## src/arpc_pkg.sv

```systemverilog
package arpc_pkg;

   localparam int CacheEntries = 8;
   localparam int CacheIdxW    = (CacheEntries > 1) ? $clog2(CacheEntries) : 1;

   // APB register map: 64-bit registers on 8-byte spacing
   localparam int CsrAddrW = 5;
   localparam logic [1:0] REG_OUR_IP       = 2'd0;
   localparam logic [1:0] REG_OUR_MAC      = 2'd1;
   localparam logic [1:0] REG_INTERFACE_UP = 2'd2;

   // request operations
   localparam logic [1:0] OP_RECEIVE = 2'd0;
   localparam logic [1:0] OP_LOOKUP  = 2'd1;
   localparam logic [1:0] OP_SEND    = 2'd2;

   // result kinds
   localparam logic [1:0] KIND_NONE   = 2'd0;
   localparam logic [1:0] KIND_LOOKUP = 2'd1;
   localparam logic [1:0] KIND_FRAME  = 2'd2;

   // ARP protocol values
   localparam logic [15:0] ArpMinLen   = 16'd28;
   localparam logic [15:0] HwEthernet  = 16'h0001;
   localparam logic [15:0] ProtoIpv4   = 16'h0800;
   localparam logic [15:0] ArpOpRequest = 16'd1;
   localparam logic [1:0]  FrameOpRequest = 2'd1;
   localparam logic [1:0]  FrameOpReply   = 2'd2;
   localparam logic [47:0] BcastMac    = 48'hFFFF_FFFF_FFFF;

   typedef struct packed {
      logic [31:0] our_ip;
      logic [47:0] our_mac;
      logic        interface_up;
   } cfg_type;

   typedef struct packed {
      logic        en;
      logic [31:0] ip;
      logic [47:0] mac;
   } store_type;

   typedef struct packed {
      logic        hit;
      logic [47:0] mac;
   } lookup_type;

   typedef struct packed {
      logic [1:0]  operation;
      logic [15:0] payload_length;
      logic [15:0] hw_type;
      logic [15:0] proto_type;
      logic [15:0] arp_opcode;
      logic [47:0] sender_mac;
      logic [31:0] sender_ip;
      logic [31:0] tgt_ip;
   } req_type;

   typedef struct packed {
      logic [1:0]  result_kind;
      logic        lookup_hit;
      logic [47:0] lookup_mac;
      logic [47:0] frame_dest_mac;
      logic [1:0]  frame_opcode;
      logic [47:0] frame_sender_mac;
      logic [31:0] frame_sender_ip;
      logic [47:0] frame_target_mac;
      logic [31:0] frame_tgt_ip;
   } rsp_type;

endpackage

```

## src/arpc_csr.sv

```systemverilog
module arpc_csr (
   input  logic                         clock,
   input  logic                         reset,
   input  logic                         psel,
   input  logic                         penable,
   input  logic                         pwrite,
   input  logic [arpc_pkg::CsrAddrW-1:0] paddr,
   input  logic [63:0]                  pwdata,
   output logic [63:0]                  prdata,
   output logic                         pready,
   output arpc_pkg::cfg_type            cfg
);

   arpc_pkg::cfg_type cfg_ff;
   logic [1:0]        reg_idx;
   logic              wr_en;

   assign pready  = 1'b1;
   assign reg_idx = paddr[4:3];
   assign wr_en   = psel && penable && pwrite;
   assign cfg     = cfg_ff;

   always_ff @(posedge clock) begin
      if (reset) begin
         cfg_ff <= '0;
      end else if (wr_en) begin
         unique case (reg_idx)
            arpc_pkg::REG_OUR_IP:       cfg_ff.our_ip       <= pwdata[31:0];
            arpc_pkg::REG_OUR_MAC:      cfg_ff.our_mac      <= pwdata[47:0];
            arpc_pkg::REG_INTERFACE_UP: cfg_ff.interface_up <= pwdata[0];
            default: ;
         endcase
      end
   end

   always_comb begin
      unique case (reg_idx)
         arpc_pkg::REG_OUR_IP:       prdata = {32'd0, cfg_ff.our_ip};
         arpc_pkg::REG_OUR_MAC:      prdata = {16'd0, cfg_ff.our_mac};
         arpc_pkg::REG_INTERFACE_UP: prdata = {63'd0, cfg_ff.interface_up};
         default:                    prdata = '0;
      endcase
   end

endmodule

```

## src/arpc_cache.sv

```systemverilog
module arpc_cache (
   input  logic                  clock,
   input  logic                  reset,
   input  logic [31:0]           key_ip,
   input  arpc_pkg::store_type   store,
   output arpc_pkg::lookup_type  lookup
);

   localparam int N = arpc_pkg::CacheEntries;
   localparam int W = arpc_pkg::CacheIdxW;

   logic [31:0]  entry_ip_ff  [N];
   logic [47:0]  entry_mac_ff [N];
   logic [N-1:0] valid_ff;

   logic [N-1:0] match;
   logic         any_match;
   logic         any_free;
   logic [W-1:0] match_idx;
   logic [W-1:0] free_idx;
   logic [W-1:0] store_idx;

   always_comb begin
      for (int i = 0; i < N; i++) begin
         match[i] = valid_ff[i] && (entry_ip_ff[i] == key_ip);
      end
   end

   // lowest-numbered hit and lowest-numbered free slot
   always_comb begin
      match_idx = '0;
      free_idx  = '0;
      for (int i = N - 1; i >= 0; i--) begin
         if (match[i]) begin
            match_idx = W'(i);
         end
         if (!valid_ff[i]) begin
            free_idx = W'(i);
         end
      end
   end

   assign any_match = |match;
   assign any_free  = ~&valid_ff;

   always_comb begin
      priority if (any_match) begin
         store_idx = match_idx;
      end else if (any_free) begin
         store_idx = free_idx;
      end else begin
         store_idx = '0;
      end
   end

   assign lookup.hit = any_match;
   assign lookup.mac = any_match ? entry_mac_ff[match_idx] : 48'd0;

   always_ff @(posedge clock) begin
      if (reset) begin
         valid_ff <= '0;
      end else if (store.en) begin
         valid_ff[store_idx] <= 1'b1;
      end
   end

   always_ff @(posedge clock) begin
      if (store.en) begin
         entry_ip_ff[store_idx]  <= store.ip;
         entry_mac_ff[store_idx] <= store.mac;
      end
   end

endmodule

```

## src/arp_cache_responder_core.sv

```systemverilog
// Channel  | Direction | Handshake            | Payload
// req      | in        | req_valid/req_stall  | operation, ARP fields, tgt_ip
// rsp      | out       | rsp_valid/rsp_stall  | result kind, lookup answer, frame
// csr      | APB       | psel/penable/pready  | our_ip, our_mac, interface_up
//
// One item per cycle while rsp_stall does not hold the result; an accepted item passes through
// the input register, then the result register (the cache compare sits between them).
// The cache is written at the edge where the item moves into the result register.
// Reset clears the CSR registers, the cache valid bits and both pipeline valids.
// req_stall rises only while both registers are full and rsp_stall is high.
module arp_cache_responder_core (
   input  logic                          clock,
   input  logic                          reset,
   input  logic                          req_valid,
   output logic                          req_stall,
   input  logic [1:0]                    req_operation,
   input  logic [15:0]                   req_payload_length,
   input  logic [15:0]                   req_hw_type,
   input  logic [15:0]                   req_proto_type,
   input  logic [15:0]                   req_arp_opcode,
   input  logic [47:0]                   req_sender_mac,
   input  logic [31:0]                   req_sender_ip,
   input  logic [31:0]                   req_tgt_ip,
   output logic                          rsp_valid,
   input  logic                          rsp_stall,
   output logic [1:0]                    rsp_result_kind,
   output logic                          rsp_lookup_hit,
   output logic [47:0]                   rsp_lookup_mac,
   output logic [47:0]                   rsp_frame_dest_mac,
   output logic [1:0]                    rsp_frame_opcode,
   output logic [47:0]                   rsp_frame_sender_mac,
   output logic [31:0]                   rsp_frame_sender_ip,
   output logic [47:0]                   rsp_frame_target_mac,
   output logic [31:0]                   rsp_frame_tgt_ip,
   input  logic                          psel,
   input  logic                          penable,
   input  logic                          pwrite,
   input  logic [arpc_pkg::CsrAddrW-1:0] paddr,
   input  logic [63:0]                   pwdata,
   output logic [63:0]                   prdata,
   output logic                          pready
);

   arpc_pkg::cfg_type    cfg;
   arpc_pkg::store_type  store;
   arpc_pkg::lookup_type lookup;
   arpc_pkg::req_type    req_in;
   arpc_pkg::req_type    s1_ff;
   arpc_pkg::rsp_type    rsp_in;
   arpc_pkg::rsp_type    rsp_ff;

   logic        s1_valid_ff;
   logic        s1_valid_in;
   logic        rsp_valid_ff;
   logic        rsp_valid_in;
   logic        s1_take;
   logic        req_load;
   logic        rx_ok;
   logic [31:0] key_ip;

   arpc_csr u_csr (
      .clock   (clock),
      .reset   (reset),
      .psel    (psel),
      .penable (penable),
      .pwrite  (pwrite),
      .paddr   (paddr),
      .pwdata  (pwdata),
      .prdata  (prdata),
      .pready  (pready),
      .cfg     (cfg)
   );

   arpc_cache u_cache (
      .clock  (clock),
      .reset  (reset),
      .key_ip (key_ip),
      .store  (store),
      .lookup (lookup)
   );

   assign req_in = '{
      operation:      req_operation,
      payload_length: req_payload_length,
      hw_type:        req_hw_type,
      proto_type:     req_proto_type,
      arp_opcode:     req_arp_opcode,
      sender_mac:     req_sender_mac,
      sender_ip:      req_sender_ip,
      tgt_ip:         req_tgt_ip
   };

   // the input register moves on whenever the result register can take it
   assign s1_take   = !rsp_valid_ff || !rsp_stall;
   assign req_stall = s1_valid_ff && !s1_take;
   assign req_load  = req_valid && !req_stall;

   assign s1_valid_in  = req_load ? 1'b1 : (s1_take ? 1'b0 : s1_valid_ff);
   assign rsp_valid_in = s1_take ? s1_valid_ff : rsp_valid_ff;

   assign rx_ok = (s1_ff.payload_length >= arpc_pkg::ArpMinLen) &&
                  (s1_ff.hw_type == arpc_pkg::HwEthernet) &&
                  (s1_ff.proto_type == arpc_pkg::ProtoIpv4);

   assign key_ip = (s1_ff.operation == arpc_pkg::OP_LOOKUP) ? s1_ff.tgt_ip
                                                            : s1_ff.sender_ip;

   assign store.en  = s1_valid_ff && s1_take && rx_ok &&
                      (s1_ff.operation == arpc_pkg::OP_RECEIVE);
   assign store.ip  = s1_ff.sender_ip;
   assign store.mac = s1_ff.sender_mac;

   always_comb begin
      rsp_in = '0;
      unique case (s1_ff.operation)
         arpc_pkg::OP_RECEIVE: begin
            if (rx_ok && (s1_ff.arp_opcode == arpc_pkg::ArpOpRequest) &&
                (s1_ff.tgt_ip == cfg.our_ip) && cfg.interface_up) begin
               rsp_in.result_kind      = arpc_pkg::KIND_FRAME;
               rsp_in.frame_dest_mac   = s1_ff.sender_mac;
               rsp_in.frame_opcode     = arpc_pkg::FrameOpReply;
               rsp_in.frame_sender_mac = cfg.our_mac;
               rsp_in.frame_sender_ip  = cfg.our_ip;
               rsp_in.frame_target_mac = s1_ff.sender_mac;
               rsp_in.frame_tgt_ip     = s1_ff.sender_ip;
            end
         end
         arpc_pkg::OP_LOOKUP: begin
            rsp_in.result_kind = arpc_pkg::KIND_LOOKUP;
            rsp_in.lookup_hit  = lookup.hit;
            rsp_in.lookup_mac  = lookup.mac;
         end
         arpc_pkg::OP_SEND: begin
            if (cfg.interface_up) begin
               rsp_in.result_kind      = arpc_pkg::KIND_FRAME;
               rsp_in.frame_dest_mac   = arpc_pkg::BcastMac;
               rsp_in.frame_opcode     = arpc_pkg::FrameOpRequest;
               rsp_in.frame_sender_mac = cfg.our_mac;
               rsp_in.frame_sender_ip  = cfg.our_ip;
               rsp_in.frame_tgt_ip     = s1_ff.tgt_ip;
            end
         end
         default: ;
      endcase
   end

   always_ff @(posedge clock) begin
      if (reset) begin
         s1_valid_ff  <= 1'b0;
         rsp_valid_ff <= 1'b0;
      end else begin
         s1_valid_ff  <= s1_valid_in;
         rsp_valid_ff <= rsp_valid_in;
      end
   end

   always_ff @(posedge clock) begin
      if (req_load) begin
         s1_ff <= req_in;
      end
      if (s1_take && s1_valid_ff) begin
         rsp_ff <= rsp_in;
      end
   end

   assign rsp_valid            = rsp_valid_ff;
   assign rsp_result_kind      = rsp_ff.result_kind;
   assign rsp_lookup_hit       = rsp_ff.lookup_hit;
   assign rsp_lookup_mac       = rsp_ff.lookup_mac;
   assign rsp_frame_dest_mac   = rsp_ff.frame_dest_mac;
   assign rsp_frame_opcode     = rsp_ff.frame_opcode;
   assign rsp_frame_sender_mac = rsp_ff.frame_sender_mac;
   assign rsp_frame_sender_ip  = rsp_ff.frame_sender_ip;
   assign rsp_frame_target_mac = rsp_ff.frame_target_mac;
   assign rsp_frame_tgt_ip     = rsp_ff.frame_tgt_ip;

endmodule

```

## config.mk

```make
export PLATFORM = sky130hd
export DESIGN_NAME = arp_cache_responder_core
export DESIGN_NICKNAME = d
export VERILOG_FILES = /design/src/arpc_pkg.sv /design/src/arpc_csr.sv /design/src/arpc_cache.sv /design/src/arp_cache_responder_core.sv
export SDC_FILE = /design/constraint.sdc
export NUM_CORES = 2
export LEC_CHECK = 0
export BUFFER_PORTS_ARGS = -buffer_cell sky130_fd_sc_hd__buf_2
export CORE_MARGIN = 5
export CORE_UTILIZATION = 42
export DETAILED_ROUTE_END_ITERATION = 8
export HOLD_SLACK_MARGIN = 0.1
export PLACE_DENSITY = 0.6
export SLEW_MARGIN = 10
export SYNTH_ARGS = -nofsm -noshare
export SYNTH_HDL_FRONTEND = slang
export SYNTH_HIERARCHICAL = 1
export SYNTH_SLANG_ARGS = --single-unit
export TNS_END_PERCENT = 20
```

## constraint.sdc

```tcl
create_clock -name clock -period 40.6 [get_ports clock]
set_clock_uncertainty 0.15 [all_clocks]
set_input_delay 8.12 -clock clock [delete_from_list [all_inputs] [get_ports clock]]
set_output_delay 8.12 -clock clock [all_outputs]
set_load 0.01 [all_outputs]
```

==> results_dict.tcl <==
set metrics [dict create \
    status "complete, no violations" \
    rr_endpoint "u_cache/entry_mac_ff[5][22]" \
    die_y_um 352 \
    crit_top_cell "buf_2" \
    hold_viol 0 \
    synth-simple-area-share 0.109 \
    critical_path_arrival_ns 9.74 \
    max_stage_delay_ns 0.56 \
    clkSinkCount 1168 \
    row_count 125 \
    layout-drive-gt1-share 0.234 \
    grt_remaining_overflow 0 \
    cts_tree "built" \
    synth_adder_area_share 0 \
    fmax_mhz 55.5 \
    wl_mm 148 \
    grt_max_degree 157 \
    synth-edff-count 1077 \
    yosys.area.top_type "edfxtp_1" \
    ant_nets 0 \
    fin_ws_ns 22.59 \
    synth_area_sq_um 49100 \
    rsz0062_at_grt "false" \
    synth-warning-count 6 \
    dp_slack_ns 22.56 \
    layout_min_cycle_time_ns 18.01 \
    min_from "s1_valid_ff" \
    ys_seq_area_frac 0.696 \
    peakVddDrop_uv 41.6 \
    fp.coreArea_sq_um 116000 \
    worstHoldPathCells 2 \
    initial_core_util 0.422 \
    r2r_start "s1_ff[176]" \
    grt_pass1_wl_mm 209 \
    synth_compound_area_frac 0.0363 \
    pin_count 582 \
    die_x_um 352 \
    clk_path_buf_depth 3 \
    cts_setup_buffers 0 \
    synth_top_family_by_area "simple AND/OR/NAND/NOR gates" \
    yosysUniqueCellTypes 69 \
    crit_slowest_cell "nor2b_4" \
    clk_pin_slew_worst_paths_ns 0.06 \
    nFillCells 10074 \
    finalSetupTns_ns 0 \
    io_buffers 543 \
    viasPerCell 5.50 \
    clock_latency_ns 0.73 \
    synth.ff_latch_count 1168 \
    worst-path-buf-inv 3 \
    crit_chain "buf_2, buf_4, nor2b_4, and2_1, buf_2" \
    worstPathRequired_ns 32.33 \
    multi_input_area_sq_um 13200 \
    clockRootBuffer "clkbuf_16" \
    post_cts_resized 0 \
    crit_family "simple AND/OR/NAND/NOR gates" \
    final_nets 4122 \
    slew_violations 0 \
    htree_levels 3 \
    max-cap-violations 0 \
    synth_ff_type "edfxtp_1" \
    dr.pass1.iters 6 \
    drcViolationCount 0 \
    wl_per_cell_um 26.8 \
    die-area_sq_um 124000 \
    initialDrtViolationCount 2917 \
    synth_xor_area_frac 0.0487 \
    dp_hpwl_mm 94.4 \
    cp-end-kind "output port" \
    r2r_cells 14 \
    critPathKind "input pin to output port" \
    seqCellArea_sq_um 34200 \
    timing.final.crit_share 0.443 \
    cp-start-kind "input pin" \
    path_max_fanout 37 \
    syn_area_per_cell_sq_um 14.7 \
    synth_area_leaders "edfxtp_1 66%, mux2i_1 4.3%, dfxtp_1 3.7%" \
    worstHoldPathType "flip-flop to flip-flop" \
    cts_buffers 121 \
    antenna_found_initial 26 \
    reg2reg_slack_ns 33.75 \
    synth_mux_area_frac 0.0717 \
    gp_congestion 0.905 \
    yosys.area.top_type_share 0.659 \
    synth_async_sr_flop_share 0 \
    syn_to_final_growth_pct 16.2 \
    grt.total_usage 0.233 \
    p_per_area_nw_per_um2 45.4 \
    via_count 30274 \
    tightest_slew_ns 1.05 \
    p_leak_nw 19.6 \
    finalSetupViolCount 0 \
    cts_hold_buf 0 \
    relSlewSlack 0.296 \
    grt_pass1_vias 29886 \
    holdPathEnd "rsp_valid" \
    syn_inst 3350 \
]
-- power by group --
group / switching, mW / leakage [nW] / internal [mW]
registers: 0.0253 / 10.8 / 1.34
logic: 0.0766 / 6.95 / 0.0381
clock network: 0.470 / 1.94 / 0.647
total: 0.572 / 19.6 / 2.02
-- per-stage QoR --
stage	utilization	std cells	cell area (sq um)	hold WS, ns	power [mW]
2_1_floorplan	-	3365	49100	0.294	1.45
4_1_cts	0.491	5497	57000	0.362	2.61
3_5_place_dp	0.456	5269	53000	0.337	1.50
6_report	0.491	5508	57100	0.357	2.59
3_3_place_gp	0.456	5269	53000	0.325	1.50
5_1_grt	0.491	5499	57000	0.382	2.67
-- synthesized netlist by cell type, types with 5 or more instances --
cell / count
nor4_1: 89
nor2_1: 47
nor3_1: 68
edfxtp_1: 1077
dfxtp_1: 91
nand2_1: 244
clkbuf_1: 101
nand4b_1: 36
or3_1: 6
mux4_2: 47
buf_2: 35
nand3_1: 159
nor2b_1: 5
buf_1: 9
xor2_1: 144
nand4_1: 63
and3_1: 5
mux2_2: 33
mux2i_1: 209
buf_8: 8
buf_4: 40
and2_1: 67
o21ai_0: 80
o21ai_1: 56
or4_1: 5
xnor2_1: 129
nand2b_1: 160
o21ai_2: 35
buf_6: 23
o221ai_2: 10
inv_1: 161
o221ai_1: 39
a21oi_1: 10
-- final cells by class --
class / instances / area share
clock buffers: 155 / 0.0562
multi-input cells: 1818 / 0.231
flip-flops and latches: 1168 / 0.599
clock inverters: 73 / 0.0136
diodes: 11 / 0.000482
repair buffers: 597 / 0.0552
well taps: 1524 / 0.0334
inverters: 162 / 0.0109
-- state kept, by name, indices dropped and copies added, names as in the netlist --
register              cells
rsp_valid                 1
rsp_frame_sender_mac     48
s1_valid_ff               1
rsp_frame_dest_mac       48
u_cache/entry_ip_ff     256
rsp_frame_target_mac     48
s1_ff                   176
rsp_frame_tgt_ip         32
u_cache/valid_ff          8
rsp_lookup_mac           48
rsp_result_kind           2
rsp_frame_sender_ip      32
u_csr/cfg                81
rsp_lookup_hit            1
u_cache/entry_mac_ff    384
rsp_frame_opcode          2
-- layout by cell type (no fill, tap or decap), types with 53 or more instances in the layout --
cell type,n
and2_1,66
buf_2,542
buf_4,53
clkbuf_16,123
dfxtp_1,91
edfxtp_1,1077
inv_1,156
mux2i_1,209
nand2_1,242
nand2b_1,160
nand3_1,158
nand4_1,63
nor3_1,65
nor4_1,89
o21ai_0,80
o21ai_1,56
xnor2_1,129
xor2_1,144
-- worst reg2reg max path: cells and delay by family, from the launching register on --
| kind | cells | cell delay (ns) |
|---|---|---|
| buffers and inverters | 5 | 2.47 |
| XOR/XNOR | 1 | 0.24 |
| flip-flops | 1 | 0.32 |
| multiplexers | 1 | 0.64 |
| AO/OA/AOI/OAI | 3 | 0.71 |
| AND/OR/NAND/NOR | 4 | 1.86 |
-- worst max-delay path by stage --
stage / startpoint / endpoint / slack, ns / cells past startpoint
6_report: paddr[3] / prdata[39] / 22.59 / 5
5_1_grt: paddr[3] / prdata[39] / 22.49 / 5
4_1_cts: paddr[3] / prdata[39] / 22.56 / 5
3_5_place_dp: paddr[3] / prdata[39] / 22.56 / 5
3_3_place_gp: paddr[3] / prdata[39] / 22.61 / 5
2_1_floorplan: rsp_stall / u_cache/entry_ip_ff[0][0] / 5.41 / 5
-- per-layer routing --
layer,global-route usage,routed length (um),vias to the layer above,share of wire
met2,0.381,70300,1348,0.48
met4,0.0869,5700,20,0.039
li1,-,-,13452,-
met3,0.0580,12900,297,0.087
met5,0,129,-,0.00087
met1,0.303,58500,15157,0.40
-- cell families after synthesis --
group	count (synthesis)
flip-flops	1168
multiplexers	289
AO/OA/AOI/OAI	259
XOR/XNOR	273
buffers and inverters	379
AND/OR/NAND/NOR	980
other	2
Power figures use the tool's default switching activity.
